**src/rtl/core/sfm_pkg.sv**
```systemverilog
`timescale 1ns / 1ps
// ----------------------------------------------------------------------------
// sfm_pkg: shared types and constants of the star glob matcher
// op codes, character constants, pointer commands and the control structs
// ----------------------------------------------------------------------------
package sfm_pkg;

    localparam int PATTERN_DEPTH_DEF   = 64;
    localparam int CANDIDATE_DEPTH_DEF = 256;

    localparam int OP_W   = 2;
    localparam int BYTE_W = 8;

    localparam logic [OP_W-1:0] OP_LOAD_PAT  = 2'd0;
    localparam logic [OP_W-1:0] OP_LOAD_CAND = 2'd1;
    localparam logic [OP_W-1:0] OP_MATCH     = 2'd2;

    localparam logic [BYTE_W-1:0] CH_STAR = 8'h2A;
    localparam logic [BYTE_W-1:0] CH_ESC  = 8'h5C;
    localparam logic [BYTE_W-1:0] CH_NUL  = 8'h00;

    // pointer commands from the controller to the datapath
    localparam logic [2:0] PTR_HOLD  = 3'd0;
    localparam logic [2:0] PTR_INIT  = 3'd1;
    localparam logic [2:0] PTR_ADV   = 3'd2;
    localparam logic [2:0] PTR_ESC   = 3'd3;
    localparam logic [2:0] PTR_STAR  = 3'd4;
    localparam logic [2:0] PTR_RETRY = 3'd5;
    localparam logic [2:0] PTR_SKIP  = 3'd6;
    localparam logic [2:0] PTR_TAIL  = 3'd7;

    typedef struct packed {
        logic       wr_pat;
        logic       wr_cand;
        logic [2:0] ptr_op;
        logic       finish;
        logic       result;
    } sfm_cmd_t;

    typedef struct packed {
        logic c_zero;
        logic p_zero;
        logic p_star;
        logic p_esc;
        logic c_eq_p;
        logic lit;
        logic have_star;
    } sfm_status_t;

endpackage

```
**src/rtl/core/sfm_if.sv**
```systemverilog
`timescale 1ns / 1ps
// ----------------------------------------------------------------------------
// sfm_if: request and response channels of the star glob matcher
// valid/ready handshake, one item moves when both are high
// ----------------------------------------------------------------------------
interface sfm_req_if;
    logic                        valid;
    logic                        ready;
    logic [sfm_pkg::OP_W-1:0]    op;
    logic [sfm_pkg::BYTE_W-1:0]  byte_value;
    logic                        first_byte;

    modport source (output valid, output op, output byte_value, output first_byte,
                    input ready);
    modport sink   (input valid, input op, input byte_value, input first_byte,
                    output ready);
endinterface

interface sfm_rsp_if;
    logic valid;
    logic ready;
    logic matched;
    logic truncated;

    modport source (output valid, output matched, output truncated, input ready);
    modport sink   (input valid, input matched, input truncated, output ready);
endinterface

```
**src/rtl/core/sfm_datapath.sv**
```systemverilog
`timescale 1ns / 1ps
// ----------------------------------------------------------------------------
// sfm_datapath: stores, lengths, match pointers and result register
// executes load writes and pointer commands, reports byte compare status
// ----------------------------------------------------------------------------
module sfm_datapath #(
    parameter int PATTERN_DEPTH   = sfm_pkg::PATTERN_DEPTH_DEF,
    parameter int CANDIDATE_DEPTH = sfm_pkg::CANDIDATE_DEPTH_DEF
) (
    input  logic                       clk,
    input  logic                       rst_n,
    input  sfm_pkg::sfm_cmd_t          cmd,
    input  logic [sfm_pkg::BYTE_W-1:0] byte_value,
    input  logic                       first_byte,
    output sfm_pkg::sfm_status_t       status,
    output logic                       matched,
    output logic                       truncated
);
    import sfm_pkg::*;

    localparam int PLW = $clog2(PATTERN_DEPTH + 1);
    localparam int CLW = $clog2(CANDIDATE_DEPTH + 1);
    localparam int PAW = (PATTERN_DEPTH > 1) ? $clog2(PATTERN_DEPTH) : 1;
    localparam int CAW = (CANDIDATE_DEPTH > 1) ? $clog2(CANDIDATE_DEPTH) : 1;

    logic [BYTE_W-1:0] pat_mem  [PATTERN_DEPTH];
    logic [BYTE_W-1:0] cand_mem [CANDIDATE_DEPTH];
    logic [BYTE_W-1:0] pat_q;
    logic [BYTE_W-1:0] cand_q;

    logic [PLW-1:0] plen_reg, plen_next;
    logic [CLW-1:0] clen_reg, clen_next;
    logic           ovf_reg, ovf_next;
    logic [PLW-1:0] pa_reg, pa_next, rp_reg, rp_next;
    logic [CLW-1:0] ca_reg, ca_next, rc_reg, rc_next;
    logic           have_star_reg, have_star_next;
    logic           lit_reg, lit_next;
    logic           matched_reg, matched_next;
    logic           trunc_reg, trunc_next;

    logic [PLW-1:0]    p_base;
    logic [CLW-1:0]    c_base;
    logic              p_room;
    logic              c_room;
    logic [BYTE_W-1:0] p_val;
    logic [BYTE_W-1:0] c_val;

    // write position: restart at zero on a first byte
    assign p_base = first_byte ? '0 : plen_reg;
    assign c_base = first_byte ? '0 : clen_reg;
    assign p_room = p_base < PLW'(PATTERN_DEPTH);
    assign c_room = c_base < CLW'(CANDIDATE_DEPTH);

    always_comb
    begin
        plen_next    = plen_reg;
        clen_next    = clen_reg;
        ovf_next     = ovf_reg;
        matched_next = matched_reg;
        trunc_next   = trunc_reg;
        if (cmd.wr_pat)
        begin
            if (p_room)
            begin
                plen_next = p_base + PLW'(1);
            end
            else
            begin
                plen_next = p_base;
                ovf_next  = 1'b1;
            end
        end
        if (cmd.wr_cand)
        begin
            if (c_room)
            begin
                clen_next = c_base + CLW'(1);
            end
            else
            begin
                clen_next = c_base;
                ovf_next  = 1'b1;
            end
        end
        if (cmd.finish)
        begin
            matched_next = cmd.result;
            trunc_next   = ovf_reg;
            ovf_next     = 1'b0;
        end
    end

    always_comb
    begin
        pa_next        = pa_reg;
        ca_next        = ca_reg;
        rp_next        = rp_reg;
        rc_next        = rc_reg;
        have_star_next = have_star_reg;
        lit_next       = 1'b0;
        case (cmd.ptr_op)
            PTR_HOLD:
            begin
                lit_next = lit_reg;
            end
            PTR_INIT:
            begin
                pa_next        = '0;
                ca_next        = '0;
                rp_next        = '0;
                rc_next        = '0;
                have_star_next = 1'b0;
            end
            PTR_ADV:
            begin
                pa_next = pa_reg + PLW'(1);
                ca_next = ca_reg + CLW'(1);
            end
            PTR_ESC:
            begin
                pa_next  = pa_reg + PLW'(1);
                lit_next = 1'b1;
            end
            PTR_STAR:
            begin
                have_star_next = 1'b1;
                rc_next        = ca_reg;
                rp_next        = pa_reg + PLW'(1);
                pa_next        = pa_reg + PLW'(1);
            end
            PTR_RETRY:
            begin
                pa_next = rp_reg;
                ca_next = rc_reg;
            end
            PTR_SKIP:
            begin
                rc_next = rc_reg + CLW'(1);
                ca_next = rc_reg + CLW'(1);
                pa_next = rp_reg;
            end
            PTR_TAIL:
            begin
                pa_next = pa_reg + PLW'(1);
            end
            default:
            begin
                lit_next = lit_reg;
            end
        endcase
    end

    // stores: read follows the next pointer so data lines up with the pointer
    always_ff @(posedge clk)
    begin
        if (cmd.wr_pat && p_room)
        begin
            pat_mem[p_base[PAW-1:0]] <= byte_value;
        end
        pat_q <= pat_mem[pa_next[PAW-1:0]];
    end

    always_ff @(posedge clk)
    begin
        if (cmd.wr_cand && c_room)
        begin
            cand_mem[c_base[CAW-1:0]] <= byte_value;
        end
        cand_q <= cand_mem[ca_next[CAW-1:0]];
    end

    always_ff @(posedge clk or negedge rst_n)
    begin
        if (!rst_n)
        begin
            plen_reg      <= '0;
            clen_reg      <= '0;
            ovf_reg       <= 1'b0;
            pa_reg        <= '0;
            ca_reg        <= '0;
            rp_reg        <= '0;
            rc_reg        <= '0;
            have_star_reg <= 1'b0;
            lit_reg       <= 1'b0;
        end
        else
        begin
            plen_reg      <= plen_next;
            clen_reg      <= clen_next;
            ovf_reg       <= ovf_next;
            pa_reg        <= pa_next;
            ca_reg        <= ca_next;
            rp_reg        <= rp_next;
            rc_reg        <= rc_next;
            have_star_reg <= have_star_next;
            lit_reg       <= lit_next;
        end
    end

    always_ff @(posedge clk)
    begin
        matched_reg <= matched_next;
        trunc_reg   <= trunc_next;
    end

    // bytes past the loaded length read as the end mark
    assign p_val = (pa_reg < plen_reg) ? pat_q : CH_NUL;
    assign c_val = (ca_reg < clen_reg) ? cand_q : CH_NUL;

    assign status.c_zero    = (c_val == CH_NUL);
    assign status.p_zero    = (p_val == CH_NUL);
    assign status.p_star    = (p_val == CH_STAR);
    assign status.p_esc     = (p_val == CH_ESC);
    assign status.c_eq_p    = (c_val == p_val);
    assign status.lit       = lit_reg;
    assign status.have_star = have_star_reg;

    assign matched   = matched_reg;
    assign truncated = trunc_reg;

endmodule

```
**src/rtl/core/sfm_ctrl.sv**
```systemverilog
`timescale 1ns / 1ps
// ----------------------------------------------------------------------------
// sfm_ctrl: sequencer of the star glob matcher
// takes request items, steps the greedy match, owns the response valid
// ----------------------------------------------------------------------------
module sfm_ctrl (
    input  logic                     clk,
    input  logic                     rst_n,
    input  logic                     req_valid,
    input  logic [sfm_pkg::OP_W-1:0] req_op,
    output logic                     req_ready,
    output logic                     rsp_valid,
    input  logic                     rsp_ready,
    input  sfm_pkg::sfm_status_t     status,
    output sfm_pkg::sfm_cmd_t        cmd
);
    import sfm_pkg::*;

    localparam logic [2:0] ST_IDLE    = 3'd0;
    localparam logic [2:0] ST_CMP     = 3'd1;
    localparam logic [2:0] ST_STARCHK = 3'd2;
    localparam logic [2:0] ST_TAIL    = 3'd3;
    localparam logic [2:0] ST_FIN     = 3'd4;

    logic [2:0] state_reg, state_next;
    logic       res_reg, res_next;
    logic       out_valid_reg, out_valid_next;
    logic       accept;
    logic       fin_fire;

    assign req_ready = (state_reg == ST_IDLE);
    assign accept    = req_valid && req_ready;
    assign fin_fire  = (state_reg == ST_FIN) && (!out_valid_reg || rsp_ready);

    always_comb
    begin
        state_next  = state_reg;
        res_next    = res_reg;
        cmd.wr_pat  = 1'b0;
        cmd.wr_cand = 1'b0;
        cmd.ptr_op  = PTR_HOLD;
        cmd.finish  = 1'b0;
        cmd.result  = res_reg;
        case (state_reg)
            ST_IDLE:
            begin
                if (accept)
                begin
                    case (req_op)
                        OP_LOAD_PAT:  cmd.wr_pat  = 1'b1;
                        OP_LOAD_CAND: cmd.wr_cand = 1'b1;
                        OP_MATCH:
                        begin
                            cmd.ptr_op = PTR_INIT;
                            state_next = ST_CMP;
                        end
                        default: ;
                    endcase
                end
            end
            ST_CMP:
            begin
                if (status.c_zero)
                begin
                    state_next = ST_TAIL;
                end
                else if (!status.lit && status.p_star)
                begin
                    cmd.ptr_op = PTR_STAR;
                    state_next = ST_STARCHK;
                end
                else if (!status.lit && status.p_esc)
                begin
                    cmd.ptr_op = PTR_ESC;
                end
                else if (status.p_zero || !status.c_eq_p)
                begin
                    if (status.have_star)
                    begin
                        cmd.ptr_op = PTR_SKIP;
                    end
                    else
                    begin
                        res_next   = 1'b0;
                        state_next = ST_FIN;
                    end
                end
                else
                begin
                    cmd.ptr_op = PTR_ADV;
                end
            end
            ST_STARCHK:
            begin
                if (status.p_zero)
                begin
                    res_next   = 1'b1;
                    state_next = ST_FIN;
                end
                else
                begin
                    cmd.ptr_op = PTR_RETRY;
                    state_next = ST_CMP;
                end
            end
            ST_TAIL:
            begin
                if (status.p_zero)
                begin
                    res_next   = 1'b1;
                    state_next = ST_FIN;
                end
                else if (!status.p_star)
                begin
                    res_next   = 1'b0;
                    state_next = ST_FIN;
                end
                else
                begin
                    cmd.ptr_op = PTR_TAIL;
                end
            end
            ST_FIN:
            begin
                if (fin_fire)
                begin
                    cmd.finish = 1'b1;
                    state_next = ST_IDLE;
                end
            end
            default:
            begin
                state_next = ST_IDLE;
            end
        endcase
    end

    assign out_valid_next = fin_fire || (out_valid_reg && !rsp_ready);
    assign rsp_valid      = out_valid_reg;

    always_ff @(posedge clk or negedge rst_n)
    begin
        if (!rst_n)
        begin
            state_reg     <= ST_IDLE;
            out_valid_reg <= 1'b0;
        end
        else
        begin
            state_reg     <= state_next;
            out_valid_reg <= out_valid_next;
        end
    end

    always_ff @(posedge clk)
    begin
        res_reg <= res_next;
    end

endmodule

```
**src/rtl/core/star_glob_matcher_core.sv**
```systemverilog
`timescale 1ns / 1ps
// ----------------------------------------------------------------------------
// star_glob_matcher_core: star-only glob matcher with pattern and candidate stores
// decides whether a loaded candidate string matches a loaded '*' glob pattern
// ----------------------------------------------------------------------------
// usage
//   req carries items of op, byte_value and first_byte. op load pattern or load
//   candidate appends one byte to that store (first_byte restarts it at length
//   zero); bytes past a store's depth are dropped and flagged. op match walks
//   both stores and gives one item on rsp: matched and truncated (any byte
//   dropped since reset or the previous match). unused op codes are taken and
//   ignored.
// throughput and match steps
//   load items are taken one per cycle while no match is running. a match steps
//   the sequencer through compare, escape or skip steps, a star check after
//   each star, the candidate end, a tail step per trailing star, the pattern
//   end and the report; no new item is taken until the result moves to the
//   output register.
// reset
//   lengths and the drop flag clear; store contents stay undefined and are
//   only read below the loaded lengths.
// stalls
//   the result sits in an output register; while rsp is stalled new loads and
//   a new match are still taken, and a later result waits for the slot.
// ----------------------------------------------------------------------------
module star_glob_matcher_core #(
    parameter int PATTERN_DEPTH   = sfm_pkg::PATTERN_DEPTH_DEF,
    parameter int CANDIDATE_DEPTH = sfm_pkg::CANDIDATE_DEPTH_DEF
) (
    input  logic      clk,
    input  logic      rst_n,
    sfm_req_if.sink   req,
    sfm_rsp_if.source rsp
);
    import sfm_pkg::*;

    sfm_cmd_t    cmd;
    sfm_status_t status;

    // sequencer: request handshake, match steps, response valid
    sfm_ctrl u_ctrl (
        .clk       (clk),
        .rst_n     (rst_n),
        .req_valid (req.valid),
        .req_op    (req.op),
        .req_ready (req.ready),
        .rsp_valid (rsp.valid),
        .rsp_ready (rsp.ready),
        .status    (status),
        .cmd       (cmd)
    );

    // stores, pointers and result bits
    sfm_datapath #(
        .PATTERN_DEPTH   (PATTERN_DEPTH),
        .CANDIDATE_DEPTH (CANDIDATE_DEPTH)
    ) u_datapath (
        .clk        (clk),
        .rst_n      (rst_n),
        .cmd        (cmd),
        .byte_value (req.byte_value),
        .first_byte (req.first_byte),
        .status     (status),
        .matched    (rsp.matched),
        .truncated  (rsp.truncated)
    );

endmodule
```
**src/flat_wrapper.sv**
```systemverilog
// flat-port wrapper written by rule: the top's interface ports become plain ports
module star_glob_matcher_core_flat import sfm_pkg::*;
#(
    parameter int PATTERN_DEPTH   = sfm_pkg::PATTERN_DEPTH_DEF,
    parameter int CANDIDATE_DEPTH = sfm_pkg::CANDIDATE_DEPTH_DEF
)
  (clk, rst_n, req_valid, req_op, req_byte_value, req_first_byte, req_ready, rsp_valid, rsp_matched, rsp_truncated, rsp_ready);
  sfm_req_if req_i ();
  sfm_rsp_if rsp_i ();
  input  logic clk;
  input  logic rst_n;
  input wire logic [$bits(req_i.valid)-1:0] req_valid;
  input wire logic [$bits(req_i.op)-1:0] req_op;
  input wire logic [$bits(req_i.byte_value)-1:0] req_byte_value;
  input wire logic [$bits(req_i.first_byte)-1:0] req_first_byte;
  output wire logic [$bits(req_i.ready)-1:0] req_ready;
  output wire logic [$bits(rsp_i.valid)-1:0] rsp_valid;
  output wire logic [$bits(rsp_i.matched)-1:0] rsp_matched;
  output wire logic [$bits(rsp_i.truncated)-1:0] rsp_truncated;
  input wire logic [$bits(rsp_i.ready)-1:0] rsp_ready;
  assign req_i.valid = req_valid;
  assign req_i.op = req_op;
  assign req_i.byte_value = req_byte_value;
  assign req_i.first_byte = req_first_byte;
  assign req_ready = req_i.ready;
  assign rsp_valid = rsp_i.valid;
  assign rsp_matched = rsp_i.matched;
  assign rsp_truncated = rsp_i.truncated;
  assign rsp_i.ready = rsp_ready;
  star_glob_matcher_core #(.PATTERN_DEPTH(PATTERN_DEPTH), .CANDIDATE_DEPTH(CANDIDATE_DEPTH)) u_core (.clk(clk), .rst_n(rst_n), .req(req_i), .rsp(rsp_i));
endmodule
```
**config.mk**
```make
export PLATFORM = sky130hd
export DESIGN_NAME = star_glob_matcher_core_flat
export DESIGN_NICKNAME = d
export VERILOG_FILES = /design/src/rtl/core/sfm_pkg.sv /design/src/rtl/core/sfm_if.sv /design/src/rtl/core/sfm_datapath.sv /design/src/rtl/core/sfm_ctrl.sv /design/src/rtl/core/star_glob_matcher_core.sv /design/src/flat_wrapper.sv
export SDC_FILE = /design/constraint.sdc
export NUM_CORES = 2
export LEC_CHECK = 0
export BUFFER_PORTS_ARGS = -buffer_cell sky130_fd_sc_hd__buf_4
export CORE_MARGIN = 3
export CORE_UTILIZATION = 30
export CTS_BUF_LIST = sky130_fd_sc_hd__clkbuf_8
export CTS_CLUSTER_SIZE = 25
export DETAILED_ROUTE_END_ITERATION = 12
export GPL_ROUTABILITY_DRIVEN = 0
export MAX_ROUTING_LAYER = met4
export PLACE_DENSITY_LB_ADDON = 0.08
export SLEW_MARGIN = 20
export SYNTH_ARGS = -nofsm -noshare
export SYNTH_HDL_FRONTEND = slang
export SYNTH_SLANG_ARGS = --single-unit
```
**constraint.sdc**
```tcl
create_clock -name clk -period 7.1 [get_ports clk]
set_input_delay 1.42 -clock clk [delete_from_list [all_inputs] [get_ports clk]]
set_output_delay 1.42 -clock clk [all_outputs]
set_load 0.005 [all_outputs]
```
==> insert_results.sql <==
INSERT INTO impl_metrics (metric_group, metric, value, unit) VALUES
('cts', 'clock_insertion_delay_worst_skew', '1.15', 'ns'),
('global_routing', 'grt_usage', '21.95', '%'),
('floorplanning', 'die_area', '369000', 'sq um'),
('setup_path', 'timing.rr.start', 'u_core.u_datapath.ca_reg[7]', ''),
('pwr', 'leakagePower', '42.64', 'nW'),
('floorplanning', 'dieWidth', '607.5', 'microns'),
('finish', 'number_of_nets_in_the_layout', '8462', ''),
('sta', 'finalSetupViolations', '0', ''),
('drt', 'post-route-drc-count', '0', ''),
('sta', 'timing.final.crit_period', '6.974', 'ns'),
('global_routing', 'grt_overflow_total', '0', ''),
('sta', 'timing.slew.headroom', '6.306', '%'),
('cts', 'cts.sinks', '2634', ''),
('drt', 'post_drt_via_cell_ratio', '5.278', ''),
('floorplanning', 'floorplan.initialDensity', '30.16', '%'),
('setup_path', 'critical_path.startpoint_type', 'flip-flop', ''),
('synthesis', 'asyncSetResetFlopFracSynth', '2.088', '%'),
('cts', 'cts_root_buffer', 'sky130_fd_sc_hd__clkbuf_8', ''),
('setup_path', 'worstSetupPathType', 'reg -> reg', ''),
('synthesis', 'post_synth_edffs', '2563', ''),
('global_routing', 'first_global_vias', '69942', ''),
('drt', 'drt_first_pass_iters', '6', ''),
('synthesis', 'post_synth_instance_area', '108500', 'sq um'),
('cts', 'cts_tree', 'built', ''),
('sta', 'fmax', '143.4', 'MHz'),
('sta', 'final.period_utilization', '98.23', '%'),
('setup_path', 'timing.critical_path.buf_inv', '6', ''),
('cts', 'cts.htree.levels', '5', ''),
('drt', 'routedWlPerCell', '30.01', 'microns'),
('floorplanning', 'die-height', '607.5', 'microns'),
('cts', 'clk_pin_slew', '0.06', 'ns'),
('pwr', 'power_density', '389.5', 'nW/um^2'),
('global_routing', 'grt_max_degree', '155', ''),
('setup_path', 'cp_peak_stage_delay', '0.69', 'ns'),
('setup_path', 'timing.critical_path.slowest_stage_cell', 'sky130_fd_sc_hd__nor3_1', ''),
('placed_design', 'dpl.hpwl', '251300', 'microns'),
('hold_path', 'hp-class', 'in -> async', ''),
('placed_design', 'portBuffers', '18', ''),
('pwr', 'peakVddDrop', '0.3252', 'mV'),
('synthesis', 'postSynthRegisterBits', '2634', ''),
('finish', 'total_non_filler_cell_area_in_the_finished_layout', '125400', 'sq um'),
('sta', 'timing.final.max_slew_violations', '0', ''),
('setup_path', 'crit_family', 'simple AND/OR/NAND/NOR gates', ''),
('floorplanning', 'io_pins', '19', ''),
('setup_path', 'timing.rr.end', 'u_core.u_datapath.cand_q[4]', ''),
('floorplanning', 'design.core.area', '359800', 'sq um'),
('sta', 'fin_skew', '0.1305', 'ns'),
('finish', 'stdcell_count', '13565', ''),
('global_routing', 'grt_antenna_before_repair', '23', ''),
('placed_design', 'detailed_place.area', '116800', 'sq um'),
('placed_design', 'numPlacedInstances', '12709', ''),
('finish', 'fillers', '35029', ''),
('synthesis', 'synthesis.area_per_instance', '13.57', 'sq um'),
('run', 'max-cap-violations', '0', ''),
('drt', 'detailroute.via_count', '71597', ''),
('global_routing', 'grt_first_pass_wirelength', '565900', 'microns'),
('setup_path', 'cp_max_fo', '21', ''),
('drt', 'detail_route.wirelength', '407100', 'microns'),
('synthesis', 'synth_ff_type', 'sky130_fd_sc_hd__edfxtp_1', ''),
('cts', 'numCtsBuffers', '471', ''),
('synthesis', 'ys_seq_area_share', '72.48', '%'),
('setup_path', 'critical_path_arrival', '8.06', 'ns'),
('sta', 'hold-worst-slack', '0.3893', 'ns'),
('sta', 'rsz0062_at_grt', 'yes', ''),
('drt', 'dr.first_iter.drc_count', '7597', ''),
('finish', 'max_ffs_per_register', '2048', ''),
('finish', 'layout-drive-gt1-share', '13.93', '%'),
('status', 'status', 'finished, final reports clean', ''),
('setup_path', 'crit_path_end_kind', 'flip-flop', ''),
('setup_path', 'timing.reg2reg.worst_path_depth', '27', ''),
('cts', 'largest_buffer_count_on_any_clock_path', '4', ''),
('setup_path', 'worst-endpoint-required', '8.19', 'ns'),
('synthesis', 'post_synth_num_cell_types', '100', ''),
('synthesis', 'postSynthNetCount', '8036', ''),
('synthesis', 'netlist_instances', '7995', ''),
('synthesis', 'synth-warning-count', '0', ''),
('finish', 'area_delta_synth_final', '15.59', '%'),
('setup_path', 'ff2ff_setup_slack', '0.13', 'ns'),
('sta', 'timing_hold_violations_final', '0', ''),
('sta', 'timing_worst_slew_pin_value', '1.393', 'ns'),
('drt', 'drtAntennaViolNets', '0', ''),
('floorplanning', 'floorplan.rows', '220', '');
metal layers:
metal  global-route usage (%)  vias up  wire length, microns
met5                        -        -                     0
met4                    4.796        0                  8852
met3                    3.355      568                 24760
met2                    33.40     2543                185400
met1                    31.00    37310                188100
li1                         -    31176                     -
cells by family (layout without fill, tap and decap cells):
family	Yosys count	in the layout	synth area share, %
AND/OR/NAND/NOR	3050	3050	12.10
flip-flops	2634	2634	72.48
AO/OA/AOI/OAI	1274	1274	8.039
buffers and inverters	594	1379	2.566
multiplexers	404	404	4.410
adder cells (fa/ha/maj)	26	26	0.2998
XOR/XNOR	13	13	0.1049
other	0	12	0
cell type report:
class	count	area, sq um	share of cell area [%]
antenna	12	30.03	0.02394
clock inverter	348	1648	1.314
sequential	2634	78660	62.71
clock buffer	484	6661	5.310
timing repair buffer	469	4598	3.666
tap	4773	5972	4.761
multi-input combinational	4767	27550	21.96
inverter	78	320.3	0.2553
power by group:
group | internal [mW] | switching, mW | total, mW
clock network | 6.49 | 6.52 | 13.0
registers | 17.2 | 0.251 | 17.5
logic | 5.90 | 12.5 | 18.4
placed cells by master (no fill, tap or decap), drive strengths merged, types with 38 or more instances in the layout:
master and count:
a311oi 72, nor3 59, nor4 54, clkinv 169, edfxtp 2563, a31oi 91, a21oi 398, nor2 448
dfrtp 55, and3 115, a32oi 38, nand4 64, inv 248, buf 466, a22oi 90, mux2 40
clkbuf 487, mux4 55, nand2 1705, nand3 503, o211ai 109, mux2i 309, o21ai 131, a22o 41
worst max path at each step:
stage                                  start                     endpoint  cells past startpoint
2_1_floorplan  u_core.u_datapath.clen_reg[6]   u_core.u_datapath.pat_q[0]                     30
3_3_place_gp     u_core.u_datapath.ca_reg[7]  u_core.u_datapath.cand_q[0]                     24
3_5_place_dp     u_core.u_datapath.ca_reg[7]  u_core.u_datapath.cand_q[2]                     25
4_1_cts          u_core.u_datapath.ca_reg[7]  u_core.u_datapath.cand_q[6]                     21
5_1_grt          u_core.u_datapath.ca_reg[7]  u_core.u_datapath.cand_q[1]                     27
6_report         u_core.u_datapath.ca_reg[7]  u_core.u_datapath.cand_q[4]                     27
Yosys cell counts (12+ instances only):
cell,count,area [sq um]
sky130_fd_sc_hd__buf_4,50,375.4
sky130_fd_sc_hd__a21o_1,25,187.7
sky130_fd_sc_hd__mux2i_1,309,3093
sky130_fd_sc_hd__o211ai_1,108,810.8
sky130_fd_sc_hd__buf_2,172,860.8
sky130_fd_sc_hd__edfxtp_1,2563,76960
sky130_fd_sc_hd__buf_6,15,168.9
sky130_fd_sc_hd__inv_1,69,259.0
sky130_fd_sc_hd__a41oi_1,17,148.9
sky130_fd_sc_hd__clkbuf_1,226,848.3
sky130_fd_sc_hd__nand3_1,502,2512
sky130_fd_sc_hd__nor2_1,447,1678
sky130_fd_sc_hd__a22oi_1,90,675.7
sky130_fd_sc_hd__dfxtp_1,16,320.3
sky130_fd_sc_hd__o21ai_0,123,615.6
sky130_fd_sc_hd__mux2_2,40,450.4
sky130_fd_sc_hd__nand2_1,1704,6396
sky130_fd_sc_hd__o31ai_1,15,112.6
sky130_fd_sc_hd__ha_1,26,325.3
sky130_fd_sc_hd__nor4_1,53,331.6
sky130_fd_sc_hd__nand4_1,64,400.4
sky130_fd_sc_hd__a211oi_1,25,187.7
sky130_fd_sc_hd__dfrtp_1,55,1376
sky130_fd_sc_hd__a32o_1,13,130.1
sky130_fd_sc_hd__mux4_2,54,1216
sky130_fd_sc_hd__o211a_1,12,120.1
sky130_fd_sc_hd__a22o_1,41,359.1
sky130_fd_sc_hd__o22ai_1,32,200.2
sky130_fd_sc_hd__and2_1,22,137.6
sky130_fd_sc_hd__a211o_1,13,113.9
sky130_fd_sc_hd__a32oi_1,38,332.8
sky130_fd_sc_hd__a2111oi_0,18,157.7
sky130_fd_sc_hd__buf_1,49,183.9
sky130_fd_sc_hd__a31oi_1,89,556.8
sky130_fd_sc_hd__a21oi_1,397,1987
sky130_fd_sc_hd__a311o_1,31,310.3
sky130_fd_sc_hd__and3_1,115,719.4
sky130_fd_sc_hd__nor3_1,57,285.3
sky130_fd_sc_hd__a311oi_1,71,621.9
timing repair:
item,in CTS,in global routing
pin swaps,8,6
gates cloned,0,2
buffers inserted,4,6
hold buffers,0,0
setup endpoints to repair,7,13
resized for setup,21,22
per-stage QoR:
step	total power, mW	setup slack, ns	TNS [ns]	util (%)
CTS	49.19	0.005372	0	34.80
global route	51.15	-0.03086	-0.04971	34.86
global placement	36.09	-0.9111	-2.368	32.44
detailed placement	36.04	-0.4755	-1.114	32.45
floorplan	28.35	1.299	0	-
finish	48.85	0.1257	0	34.87
No activity file was read; power rests on OpenSTA's default activity.
